File: src/rtl/core/assert_macros.svh
`ifndef ASSERT_MACROS_SVH
`define ASSERT_MACROS_SVH

// Checked at every rising edge of clk_i once rst_ni is released.
`define DBQ_ASSERT(lbl, prop) \
  lbl: assert property (@(posedge clk_i) disable iff (!rst_ni) (prop)) \
    else $error("dbq assertion failed");

// Checked at every rising edge of clk_i, also while rst_ni is low.
`define DBQ_ASSERT_RST(lbl, prop) \
  lbl: assert property (@(posedge clk_i) (prop)) \
    else $error("dbq reset assertion failed");

`endif

File: src/rtl/core/dbq_pkg.sv
`default_nettype none

package dbq_pkg;

  localparam logic [2:0] CMD_PUSH_FRONT = 3'd0;
  localparam logic [2:0] CMD_PUSH_BACK  = 3'd1;
  localparam logic [2:0] CMD_POP_FRONT  = 3'd2;
  localparam logic [2:0] CMD_POP_BACK   = 3'd3;
  localparam logic [2:0] CMD_REVERSE    = 3'd4;
  localparam logic [2:0] CMD_LIST       = 3'd5;

  localparam logic [1:0] STATUS_DONE  = 2'd0;
  localparam logic [1:0] STATUS_EMPTY = 2'd1;
  localparam logic [1:0] STATUS_FULL  = 2'd2;
  localparam logic [1:0] STATUS_ITEM  = 2'd3;

  typedef enum logic [2:0] {
    OP_NOP,
    OP_PUSH_FRONT,
    OP_PUSH_BACK,
    OP_POP_FRONT,
    OP_POP_BACK,
    OP_REVERSE,
    OP_LIST
  } dbq_op_e;

  typedef struct packed {
    dbq_op_e            op;
    logic signed [31:0] value;
  } dbq_item_t;

endpackage

`default_nettype wire

File: src/rtl/core/dbq_front.sv
`default_nettype none

module dbq_front (
  input  wire logic               clk_i,
  input  wire logic               rst_ni,
  input  wire logic               valid_i,
  output logic                    stall_o,
  input  wire logic [2:0]         command_i,
  input  wire logic signed [31:0] value_i,
  output logic                    push_valid_o,
  input  wire logic               push_stall_i,
  output dbq_pkg::dbq_item_t      push_item_o
);

  logic               valid_q, valid_d;
  dbq_pkg::dbq_item_t item_q, item_d;
  dbq_pkg::dbq_op_e   op;
  logic               accept;

  always_comb begin
    case (command_i)
      dbq_pkg::CMD_PUSH_FRONT: op = dbq_pkg::OP_PUSH_FRONT;
      dbq_pkg::CMD_PUSH_BACK:  op = dbq_pkg::OP_PUSH_BACK;
      dbq_pkg::CMD_POP_FRONT:  op = dbq_pkg::OP_POP_FRONT;
      dbq_pkg::CMD_POP_BACK:   op = dbq_pkg::OP_POP_BACK;
      dbq_pkg::CMD_REVERSE:    op = dbq_pkg::OP_REVERSE;
      dbq_pkg::CMD_LIST:       op = dbq_pkg::OP_LIST;
      default:                 op = dbq_pkg::OP_NOP;
    endcase
  end

  assign stall_o = valid_q & push_stall_i;
  assign accept  = valid_i & ~stall_o;

  always_comb begin
    valid_d = valid_q;
    item_d  = item_q;
    if (accept) begin
      valid_d      = 1'b1;
      item_d.op    = op;
      item_d.value = value_i;
    end else if (valid_q && !push_stall_i) begin
      valid_d = 1'b0;
    end
  end

  always_ff @(posedge clk_i or negedge rst_ni) begin
    if (!rst_ni) begin
      valid_q <= 1'b0;
    end else begin
      valid_q <= valid_d;
    end
  end

  always_ff @(posedge clk_i) begin
    item_q <= item_d;
  end

  assign push_valid_o = valid_q;
  assign push_item_o  = item_q;

endmodule

`default_nettype wire

File: src/rtl/core/dbq_fifo.sv
`default_nettype none

module dbq_fifo (
  input  wire logic               clk_i,
  input  wire logic               rst_ni,
  input  wire logic               push_valid_i,
  output logic                    push_stall_o,
  input  wire dbq_pkg::dbq_item_t push_item_i,
  output logic                    pop_valid_o,
  input  wire logic               pop_ready_i,
  output dbq_pkg::dbq_item_t      pop_item_o
);

  dbq_pkg::dbq_item_t entry_q [2];
  logic               wr_q, wr_d;
  logic               rd_q, rd_d;
  logic [1:0]         count_q, count_d;
  logic               push, pop;

  assign push_stall_o = (count_q == 2'd2);
  assign pop_valid_o  = (count_q != 2'd0);
  assign push         = push_valid_i & ~push_stall_o;
  assign pop          = pop_valid_o & pop_ready_i;
  assign pop_item_o   = entry_q[rd_q];

  always_comb begin
    wr_d    = push ? ~wr_q : wr_q;
    rd_d    = pop ? ~rd_q : rd_q;
    count_d = count_q + {1'b0, push} - {1'b0, pop};
  end

  always_ff @(posedge clk_i or negedge rst_ni) begin
    if (!rst_ni) begin
      wr_q    <= 1'b0;
      rd_q    <= 1'b0;
      count_q <= 2'd0;
    end else begin
      wr_q    <= wr_d;
      rd_q    <= rd_d;
      count_q <= count_d;
    end
  end

  always_ff @(posedge clk_i) begin
    if (push) begin
      entry_q[wr_q] <= push_item_i;
    end
  end

endmodule

`default_nettype wire

File: src/rtl/core/dbq_back.sv
`default_nettype none

`include "assert_macros.svh"

module dbq_back #(
  parameter int unsigned DEPTH = 64
) (
  input  wire logic               clk_i,
  input  wire logic               rst_ni,
  input  wire logic               pop_valid_i,
  output logic                    pop_ready_o,
  input  wire dbq_pkg::dbq_item_t pop_item_i,
  output logic                    valid_o,
  input  wire logic               stall_i,
  output logic signed [31:0]      element_o,
  output logic [1:0]              status_o,
  output logic                    last_o
);

  localparam int unsigned PtrW = (DEPTH > 1) ? $clog2(DEPTH) : 1;
  localparam int unsigned CntW = $clog2(DEPTH + 1);
  localparam logic [PtrW:0]   DepthX = (PtrW + 1)'(DEPTH);
  localparam logic [CntW-1:0] DepthC = CntW'(DEPTH);

  typedef enum logic [2:0] {
    ST_IDLE = 3'b001,
    ST_READ = 3'b010,
    ST_EMIT = 3'b100
  } state_e;

  function automatic logic [PtrW-1:0] phys_f(input logic [PtrW-1:0] base,
                                             input logic [PtrW-1:0] pos,
                                             input logic            rev);
    logic [PtrW:0] sum;
    if (rev) begin
      sum = {1'b0, base} + DepthX - {1'b0, pos};
    end else begin
      sum = {1'b0, base} + {1'b0, pos};
    end
    if (sum >= DepthX) begin
      sum = sum - DepthX;
    end
    return sum[PtrW-1:0];
  endfunction

  state_e             state_q, state_d;
  logic [PtrW-1:0]    front_q, front_d;
  logic [CntW-1:0]    count_q, count_d;
  logic               rev_q, rev_d;
  logic [CntW-1:0]    idx_q, idx_d;
  logic               out_valid_q, out_valid_d;
  logic signed [31:0] elem_q, elem_d;
  logic [1:0]         status_q, status_d;
  logic               last_q, last_d;
  logic [31:0]        mem_q [DEPTH];
  logic [31:0]        rd_q;
  logic               we, re;
  logic [PtrW-1:0]    wa, ra;
  logic               out_free, pop, is_full, is_empty, list_last;
  logic [CntW-1:0]    count_less;

  assign out_free   = ~out_valid_q | ~stall_i;
  assign pop_ready_o = (state_q == ST_IDLE) & out_free;
  assign pop        = pop_valid_i & pop_ready_o;
  assign is_full    = (count_q == DepthC);
  assign is_empty   = (count_q == '0);
  assign count_less = count_q - CntW'(1);
  assign list_last  = ((idx_q + CntW'(1)) == count_q);

  always_comb begin
    state_d     = state_q;
    front_d     = front_q;
    count_d     = count_q;
    rev_d       = rev_q;
    idx_d       = idx_q;
    out_valid_d = out_valid_q & stall_i;
    elem_d      = elem_q;
    status_d    = status_q;
    last_d      = last_q;
    we          = 1'b0;
    wa          = front_q;
    re          = 1'b0;
    ra          = phys_f(front_q, idx_q[PtrW-1:0], rev_q);
    case (state_q)
      ST_IDLE: begin
        if (pop) begin
          out_valid_d = 1'b1;
          elem_d      = '0;
          status_d    = dbq_pkg::STATUS_DONE;
          last_d      = 1'b1;
          case (pop_item_i.op)
            dbq_pkg::OP_PUSH_FRONT: begin
              if (is_full) begin
                status_d = dbq_pkg::STATUS_FULL;
              end else begin
                if (!is_empty) begin
                  front_d = phys_f(front_q, PtrW'(1), ~rev_q);
                end
                we      = 1'b1;
                wa      = front_d;
                count_d = count_q + CntW'(1);
              end
            end
            dbq_pkg::OP_PUSH_BACK: begin
              if (is_full) begin
                status_d = dbq_pkg::STATUS_FULL;
              end else begin
                we      = 1'b1;
                wa      = phys_f(front_q, count_q[PtrW-1:0], rev_q);
                count_d = count_q + CntW'(1);
              end
            end
            dbq_pkg::OP_POP_FRONT: begin
              if (is_empty) begin
                status_d = dbq_pkg::STATUS_EMPTY;
              end else begin
                count_d = count_less;
                if (count_less != '0) begin
                  front_d = phys_f(front_q, PtrW'(1), rev_q);
                end
              end
            end
            dbq_pkg::OP_POP_BACK: begin
              if (is_empty) begin
                status_d = dbq_pkg::STATUS_EMPTY;
              end else begin
                count_d = count_less;
              end
            end
            dbq_pkg::OP_REVERSE: begin
              if (!is_empty) begin
                front_d = phys_f(front_q, count_less[PtrW-1:0], rev_q);
              end
              rev_d = ~rev_q;
            end
            dbq_pkg::OP_LIST: begin
              if (is_empty) begin
                status_d = dbq_pkg::STATUS_EMPTY;
              end else begin
                out_valid_d = 1'b0;
                idx_d       = '0;
                state_d     = ST_READ;
              end
            end
            default: begin
            end
          endcase
        end
      end
      ST_READ: begin
        re      = 1'b1;
        state_d = ST_EMIT;
      end
      ST_EMIT: begin
        if (out_free) begin
          out_valid_d = 1'b1;
          elem_d      = rd_q;
          status_d    = dbq_pkg::STATUS_ITEM;
          last_d      = list_last;
          if (list_last) begin
            state_d = ST_IDLE;
          end else begin
            idx_d   = idx_q + CntW'(1);
            state_d = ST_READ;
          end
        end
      end
      default: begin
        state_d = ST_IDLE;
      end
    endcase
  end

  always_ff @(posedge clk_i or negedge rst_ni) begin
    if (!rst_ni) begin
      state_q     <= ST_IDLE;
      front_q     <= '0;
      count_q     <= '0;
      rev_q       <= 1'b0;
      idx_q       <= '0;
      out_valid_q <= 1'b0;
    end else begin
      state_q     <= state_d;
      front_q     <= front_d;
      count_q     <= count_d;
      rev_q       <= rev_d;
      idx_q       <= idx_d;
      out_valid_q <= out_valid_d;
    end
  end

  always_ff @(posedge clk_i) begin
    elem_q   <= elem_d;
    status_q <= status_d;
    last_q   <= last_d;
    if (we) begin
      mem_q[wa] <= pop_item_i.value;
    end
    if (re) begin
      rd_q <= mem_q[ra];
    end
  end

  assign valid_o   = out_valid_q;
  assign element_o = elem_q;
  assign status_o  = status_q;
  assign last_o    = last_q;

  `DBQ_ASSERT(a_count_bound, count_q <= DepthC)
  `DBQ_ASSERT(a_list_index, (state_q != ST_IDLE) |-> (idx_q < count_q))
  `DBQ_ASSERT(a_list_holds_state, (state_q != ST_IDLE) |=> $stable(count_q) && $stable(front_q))
  `DBQ_ASSERT(a_list_start,
              (pop && pop_item_i.op == dbq_pkg::OP_LIST && !is_empty) |=> (state_q == ST_READ))
  `DBQ_ASSERT_RST(a_reset_idle, !rst_ni |=> (state_q == ST_IDLE) && !out_valid_q)

endmodule

`default_nettype wire

File: src/rtl/core/bounded_deque_with_reverse.sv
// Bounded double-ended queue of up to DEPTH signed 32-bit elements with reversal.
// Input channel: valid_i, stall_o, command_i, value_i; one command per transfer.
// Output channel: valid_o, stall_i, element_o, status_o, last_o; last_o marks the
// final result of a command.
// Insert, remove, reverse and unused codes give one result. List gives one
// result per element from front to back, or a single empty status.
// A non-list result passes through the input register, the command queue and the
// output register; each list element also needs a registered read of the element
// memory before it is emitted.
// Throughput: one non-list command per cycle while the receiver does not stall; a
// list command alternates a registered element memory read with each emit.
// The input side keeps accepting into the command queue while a list runs or
// while a result waits, and stalls once the queue and input register are full.
// When the receiver stalls, the output register holds its result unchanged.
// Reset empties the store, clears the reverse flag and drops queued commands;
// element memory contents are not cleared.
`default_nettype none

module bounded_deque_with_reverse #(
  parameter int unsigned DEPTH = 64
) (
  input  wire logic               clk_i,
  input  wire logic               rst_ni,
  input  wire logic               valid_i,
  output logic                    stall_o,
  input  wire logic [2:0]         command_i,
  input  wire logic signed [31:0] value_i,
  output logic                    valid_o,
  input  wire logic               stall_i,
  output logic signed [31:0]      element_o,
  output logic [1:0]              status_o,
  output logic                    last_o
);

  logic               push_valid, push_stall, pop_valid, pop_ready;
  dbq_pkg::dbq_item_t push_item, pop_item;

  dbq_front u_front (
    .clk_i        (clk_i),
    .rst_ni       (rst_ni),
    .valid_i      (valid_i),
    .stall_o      (stall_o),
    .command_i    (command_i),
    .value_i      (value_i),
    .push_valid_o (push_valid),
    .push_stall_i (push_stall),
    .push_item_o  (push_item)
  );

  dbq_fifo u_fifo (
    .clk_i        (clk_i),
    .rst_ni       (rst_ni),
    .push_valid_i (push_valid),
    .push_stall_o (push_stall),
    .push_item_i  (push_item),
    .pop_valid_o  (pop_valid),
    .pop_ready_i  (pop_ready),
    .pop_item_o   (pop_item)
  );

  dbq_back #(
    .DEPTH (DEPTH)
  ) u_back (
    .clk_i       (clk_i),
    .rst_ni      (rst_ni),
    .pop_valid_i (pop_valid),
    .pop_ready_o (pop_ready),
    .pop_item_i  (pop_item),
    .valid_o     (valid_o),
    .stall_i     (stall_i),
    .element_o   (element_o),
    .status_o    (status_o),
    .last_o      (last_o)
  );

endmodule

`default_nettype wire

File: config.mk
export PLATFORM = sky130hd
export DESIGN_NAME = bounded_deque_with_reverse
export DESIGN_NICKNAME = d
export VERILOG_FILES = /design/src/rtl/core/dbq_pkg.sv /design/src/rtl/core/dbq_front.sv /design/src/rtl/core/dbq_fifo.sv /design/src/rtl/core/dbq_back.sv /design/src/rtl/core/bounded_deque_with_reverse.sv
export VERILOG_INCLUDE_DIRS = /design/src /design/src/rtl/core
export SDC_FILE = /design/constraint.sdc
export NUM_CORES = 2
export LEC_CHECK = 0
export ABC_CLOCK_PERIOD_IN_PS = 7100
export BUFFER_PORTS_ARGS = -buffer_cell sky130_fd_sc_hd__buf_2
export CORE_ASPECT_RATIO = 0.6
export CORE_MARGIN = 3
export CORE_UTILIZATION = 48
export DETAILED_ROUTE_END_ITERATION = 8
export HOLD_SLACK_MARGIN = 0.06
export PLACE_DENSITY = 0.61
export SYNTH_ARGS = -nofsm -noshare
export SYNTH_HDL_FRONTEND = slang
export SYNTH_SLANG_ARGS = --single-unit
File: constraint.sdc
create_clock -name clk_i -period 7.1 [get_ports clk_i]
set_input_delay 0.71 -clock clk_i [delete_from_list [all_inputs] [get_ports clk_i]]
set_output_delay 0.71 -clock clk_i [all_outputs]
set_load 0.02 [all_outputs]
Word-level counts from Yosys, hierarchy flattened. Memories as Yosys holds them, arrays and structs flattened. A register that Yosys moved wholly into a read port is not among the register bits. Index checks and enable logic that the tools add are counted.

Register bits: 100. Memory bits (writable): 2118. Bits of input ports: 39. Output and inout bits: 37. Memories kept: 2.

Memories: u_back.mem_q (depth 64, bits a word 32, read ports 1, clocked after Yosys merged registers in 1, wr ports 1, RTL line dbq_back.sv:55) `logic [31:0] mem_q [DEPTH];`; u_fifo.entry_q (depth 2, bits a word 35, read ports 1, clocked after Yosys merged registers in 0, wr ports 1, RTL line dbq_fifo.sv:14) `dbq_pkg::dbq_item_t entry_q [2];`.

$add $sub $neg: 19. $lt $le $gt $ge: 5. Equality and inequality tests: 27. Mux-type cells: 82. Bitwise logic cells: 14. Reduce and logical (&&, ||, !) cells: 19.

Operator list (count): 7-bit 2-to-1 mux (30); 6-bit 2-to-1 mux (13); 32-bit 2-to-1 mux (2); 32-bit case mux with 2 select lines (1); 7-bit greater-or-equal comparator, second input constant (5); 6-bit by 1-bit subtractor with 6-bit output, second input constant (5); 7-bit case mux with 2 select lines (2); 6-bit by 6-bit adder with 7-bit output (3); 7-bit by 6-bit subtractor with 7-bit output (3); 3-bit equality test, second input constant (6); 1-bit 2-to-1 mux (18); 3-bit case mux with 6 select lines (1); 6-bit case mux with 3 select lines (1); 2-bit inequality test, second input constant (8); 3-bit by 2-bit equality test with 1-bit output, second input constant (5); 7-bit by 1-bit adder with 7-bit output, second input constant (2); 7-bit by 1-bit subtractor with 7-bit output, second input constant (2); 3-bit 2-to-1 mux (4); 6-bit case mux with 2 select lines (1); 6-bit AND reduction (2); 3-bit by 1-bit equality test with 1-bit output, second input constant (3); 3-bit case mux with 3 select lines (1); 2-bit 2-to-1 mux (4); 2-bit case mux with 2 select lines (2); 24 further kinds (42).

Longest topological paths before layout.
Depth in word-level cells: 15. Depth in mapped cells: 13.

By module. A second synthesis with hierarchy kept.

Cells, all modules: 3745. Area total of the unflattened synthesis: 88033.2 um^2.

Modules (own cells, without submodules): dbq_back (times used 1, cells an instance 3574, area an instance 84045.6 um^2, seq. area each 64137.8 um^2); dbq_fifo (times used 1, cells an instance 127, area an instance 2852.7 um^2, seq. area each 2202.1 um^2); dbq_front (times used 1, cells an instance 44, area an instance 1134.8 um^2, seq. area each 1076.0 um^2).

Worst setup path after synthesis. No wires, ideal clock.

Path kind: register to register. Start: register u_back.count_q[1]. End: memory u_back.mem_q[0][0], enable pin. Setup time: 502 ps. Data arrival time: 5487 ps. Required time: 6598 ps. Path slack: 1111 ps. Stages on the path, launching flop included: 12. Path buffers: 2. Period minus slack after synthesis: 5989 ps. Cells stage by stage: dfrtp_1 -> inv_1 -> ha_1 -> or3b_4 -> nor2_8 -> nor4b_1 -> a211oi_2 -> o31ai_1 -> or3b_1 -> buf_2 -> buf_6 -> nor4_1.

Cells in the longest elaborated chain, start to end: 12.

Ends and longest elaborated chain: start: declaration (RTL line dbq_back.sv:48) `logic [CntW-1:0] count_q, count_d;`; start signal: assignment (RTL line dbq_back.sv:185) `count_q <= count_d;`; 7-bit by 6-bit subtractor with 7-bit output / 6-bit by 6-bit adder with 7-bit output (equally long branches) (RTL line dbq_back.sv:36, dbq_back.sv:38); 7-bit 2-to-1 mux (RTL line dbq_back.sv:35) `if (rev) begin`; 7-bit 2-to-1 mux (RTL line dbq_back.sv:105) `if (is_full) begin`; 7-bit 2-to-1 mux (RTL line dbq_back.sv:91) `case (pop_item_i.op)`; 7-bit 2-to-1 mux (RTL line dbq_back.sv:86) `if (pop) begin`; 7-bit 2-to-1 mux (RTL line dbq_back.sv:84) `case (state_q)`; 6-bit by 1-bit subtractor with 6-bit output / 7-bit greater-or-equal comparator (equally long branches) (RTL line dbq_back.sv:41, dbq_back.sv:40); 6-bit 2-to-1 mux (RTL line dbq_back.sv:40) `if (sum >= DepthX) begin`; 6-bit 2-to-1 mux (RTL line dbq_back.sv:105); 6-bit case mux with 2 select lines (RTL line dbq_back.sv:91); 6-bit 2-to-1 mux (RTL line dbq_back.sv:86); 6-bit 2-to-1 mux (RTL line dbq_back.sv:84); end: declaration (RTL line dbq_back.sv:55).

Several ways; a longest one is shown, not always the timed one. The select of a mux whose other input is x is not followed.

Final worst setup path.
Start: register u_back.state_q[2]. End: memory u_back.mem_q[61][29], enable pin.

Cells in the longest elaborated chain, start to end: 7.

Ends and longest elaborated chain: start: declaration (RTL line dbq_back.sv:46) `state_e state_q, state_d;`; start signal: assignment (RTL line dbq_back.sv:183) `state_q <= state_d;`; 3-bit by 1-bit equality test with 1-bit output * (RTL line dbq_back.sv:63) `assign pop_ready_o = (state_q == ST_IDLE) & out_free;`; 1-bit AND * (RTL line dbq_back.sv:63); 1-bit AND * (RTL line dbq_back.sv:64) `assign pop = pop_valid_i & pop_ready_o;`; named net u_back.pop (RTL line dbq_back.sv:59) `logic out_free, pop, is_full, is_empty, list_last;`; 1-bit 2-to-1 mux (RTL line dbq_back.sv:86); 1-bit 2-to-1 mux (RTL line dbq_back.sv:84); 1-bit 2-to-1 mux (RTL line dbq_back.sv:196) `if (we) begin`; 1-bit 2-to-1 mux (not written as such) (RTL line dbq_back.sv:197) `mem_q[wa] <= pop_item_i.value;`.

The timed path passes the listed nets; every way through them passes the cells marked *.

==> impl_metrics.py <==
metrics = {
    "clock_tree": {
        "cts.path.max_buffers": 4,
        "root_buffer": "clkbuf_16",
        "cts.clk_slew.worst_paths_ns": 0.07,
        "cts_tree": "done",
        "clock-sinks": 2250,
        "post_cts_buffers": 0,
        "cts_made_buffers": 200,
        "htreeDepth": 4,
        "clock_latency_ns": 0.84,
    },
    "drt": {
        "first_pass_iters": 5,
        "routed_wl_um": 205000,
        "viasPerCell": 6.21,
        "wl_per_cell_um": 31.4,
        "drc": 0,
        "drt-initial-drc-count": 5080,
        "vias": 40585,
        "ant_nets": 0,
    },
    "layout": {
        "final_cell_mix": "edfxtp_1 (2220), mux4_2 (640), clkbuf_16 (201), buf_4 (135), mux2i_1 (105)",
        "fin_nets": 4086,
        "fillers": 13166,
        "antenna_cells": 0,
        "final_common_cell": "edfxtp_1",
        "drive_gt1_frac": 0.305,
        "instances_no_fill": 6536,
        "areaGrowthSynthToFinish_pct": 12.5,
    },
    "place": {
        "finalWeightedCongestion": 0.861,
        "numPlacedInstances": 6146,
        "dp.final_hpwl_um": 113000,
        "portBuffers": 75,
    },
    "floorplan": {
        "ioPinCount": 76,
        "die_area_um2": 188000,
        "die_y_um": 337,
        "std_cell_rows": 120,
        "die_w_um": 558,
        "start_util": 0.488,
        "coreArea_um2": 180000,
    },
    "timing": {
        "setup_tns_ns": 0,
        "hold_viol": 0,
        "min_period_ns": 4.67,
        "fmax_ghz": 0.214,
        "slew_violations": 0,
        "setup_violations": 0,
        "rsz0062_at_grt": "false",
        "skew_ns": 0.0378,
        "maxSlewHeadroom": 0.109,
        "fin_crit_sh": 0.658,
        "worst_slew_pin_slew_ns": 1.34,
    },
    "global_routing": {
        "track_usage": 0.220,
        "overflow": 0,
        "grt_antenna_before_repair": 0,
        "grt_pass1_vias": 40678,
        "grt_max_degree": 85,
        "grt_first_pass_wirelength_um": 299000,
    },
    "logic_synthesis": {
        "ys_seq_area_frac": 0.768,
        "synth_top_flop_cell": "edfxtp_1",
        "syn_inst": 3741,
        "syn-num-nets": 3824,
        "syn_area_um2": 87800,
        "ys_warn_count": 0,
        "postSynthAreaPerCell_um2": 23.5,
        "ys_types": 74,
        "synth_edf_count": 2220,
        "async_reset_ff_frac": 0.0133,
        "ys_ff_latch": 2250,
    },
    "power_and_ir_drop": {
        "irDropWorstVdd_uv": 707,
        "leakagePower_nw": 31.0,
        "p_total_mw": 48.1,
        "p_per_area_nw_per_um2": 488,
    },
    "min_path": {
        "min_path_cells": 2,
        "hp-class": "input pin to flop",
    },
    "worst_setup_path": {
        "endpoint_kind": "flop",
        "startpoint_type": "flop",
        "worstRegToRegCells": 10,
        "cp_data_arrival_time_ns": 5.10,
        "critPathMaxFanout": 35,
        "worstPathRequired_ns": 7.53,
        "crit_type": "flop to flop",
    },
    "job": {
        "cap_violations": 0,
    },
    "outcome": {
        "status": "finished, final reports clean",
    },
}
[layer usage]
layer  share of wire  up-vias  GRT usage
met1            0.47    22124      0.357
li1                -    16563          -
met3           0.080      242     0.0394
met5               0        -          0
met4           0.015        0     0.0388
met2            0.44     1656      0.317
[timing repair]
action / in CTS / in global routing
setup endpoints to repair: 0 / 0
gates resized for setup: 0 / 0
hold endpoints to repair: 62 / 0
hold buffers: 34 / 0
[where the power goes]
part | switching (mW) | internal [mW]
registers | 0.437 | 17.3
clock network | 4.68 | 5.87
logic | 11.1 | 8.73
[cell families after synthesis]
family,synth area share
DFF,0.768
muxes,0.181
and+or+nand+nor,0.0187
buffers and inverters,0.0114
AOI/OAI and AO/OA,0.0103
adders and majority gates,0.00679
xor gates and xnor gates,0.00398
[worst paths after layout]
check,from,end,slack (ns)
worst max register to register,u_back.state_q[2],u_back.mem_q[61][29],2.43
worst min-delay path,command_i[0],u_front.push_item_o[32],0.17
max in group asynchronous,rst_ni,u_back.state_q[2],6.04
worst min register to register,u_front.push_item_o[1],u_fifo.entry_q[1][1],0.44
worst max-delay path,u_back.state_q[2],u_back.mem_q[61][29],2.43
min in group asynchronous,rst_ni,u_back.front_q[4],0.51
[cell type report]
class / count / area [um^2] / area share
Sequential cell: 2250 / 67400 / 0.683
Inverter: 35 / 133 / 0.00134
Tap cell: 2379 / 2980 / 0.0301
Clock inverter: 110 / 990 / 0.0100
Timing Repair Buffer: 261 / 2070 / 0.0210
Multi-Input combinational cell: 1255 / 20000 / 0.202
Clock buffer: 246 / 5230 / 0.0529
[Yosys cell counts, types with 5 or more instances]
cell / n / area [um^2]
mux4_2: 640 / 14400
nor2_1: 28 / 105
inv_1: 34 / 128
dfrtp_1: 29 / 726
nand3_1: 17 / 85.1
ha_1: 38 / 475
nor4_2: 25 / 313
nor4_1: 41 / 257
o21ai_0: 35 / 175
nor4b_1: 5 / 43.8
edfxtp_1: 2220 / 66700
o22ai_1: 10 / 62.6
o21a_1: 5 / 37.5
mux2_2: 36 / 405
o21bai_1: 5 / 37.5
a22o_1: 6 / 52.6
fa_1: 6 / 120
nand3b_1: 5 / 37.5
buf_2: 60 / 300
and3_1: 37 / 231
nand2_1: 40 / 150
a21oi_1: 24 / 120
xnor2_1: 26 / 228
mux2i_1: 105 / 1050
nor3_1: 18 / 90.1
clkbuf_1: 94 / 353
o31ai_1: 6 / 45.0
buf_1: 41 / 154
xor2_1: 12 / 105
nor2b_1: 5 / 31.3
a21o_1: 5 / 37.5
nand2b_1: 7 / 43.8
[worst max-delay path: stages, from the launching register on]
cell,delay (ns)
dfrtp_2,1.00
or3b_1,0.29
or2_1,0.50
clkinv_2,0.29
o21ai_2,0.22
o21ai_0,0.16
o31a_1,0.20
o31a_2,0.13
buf_4,0.34
nor4_2,0.41
buf_4,0.68
[sequential cells by signal (all words and copies together) (netlist names)]
| name | flops |
|---|---|
| u_back.mem_q | 2048 |
| u_fifo.entry_q | 70 |
| u_front.push_item_o | 35 |
| u_back.element_o | 32 |
| u_back.rd_q | 32 |
| u_back.count_q | 7 |
| u_back.idx_q | 7 |
| u_back.front_q | 6 |
| u_back.state_q | 3 |
| u_back.status_o | 2 |
| u_fifo.count_q | 2 |
| u_back.last_o | 1 |
| u_back.rev_q | 1 |
| u_back.valid_o | 1 |
| u_fifo.rd_q | 1 |
| u_fifo.wr_q | 1 |
| u_front.push_valid_o | 1 |
[stage by stage]
stage	hold slack [ns]	utilization	cell area (um^2)	setup slack, ns
5_1_grt	0.120	0.549	98800	2.18
3_3_place_gp	0.431	0.512	92200	2.59
6_report	0.173	0.549	98800	2.43
3_5_place_dp	0.430	0.512	92200	2.49
2_1_floorplan	0.414	-	87800	1.11
4_1_cts	0.105	0.549	98800	2.46
Power figures use the tool's default switching activity.
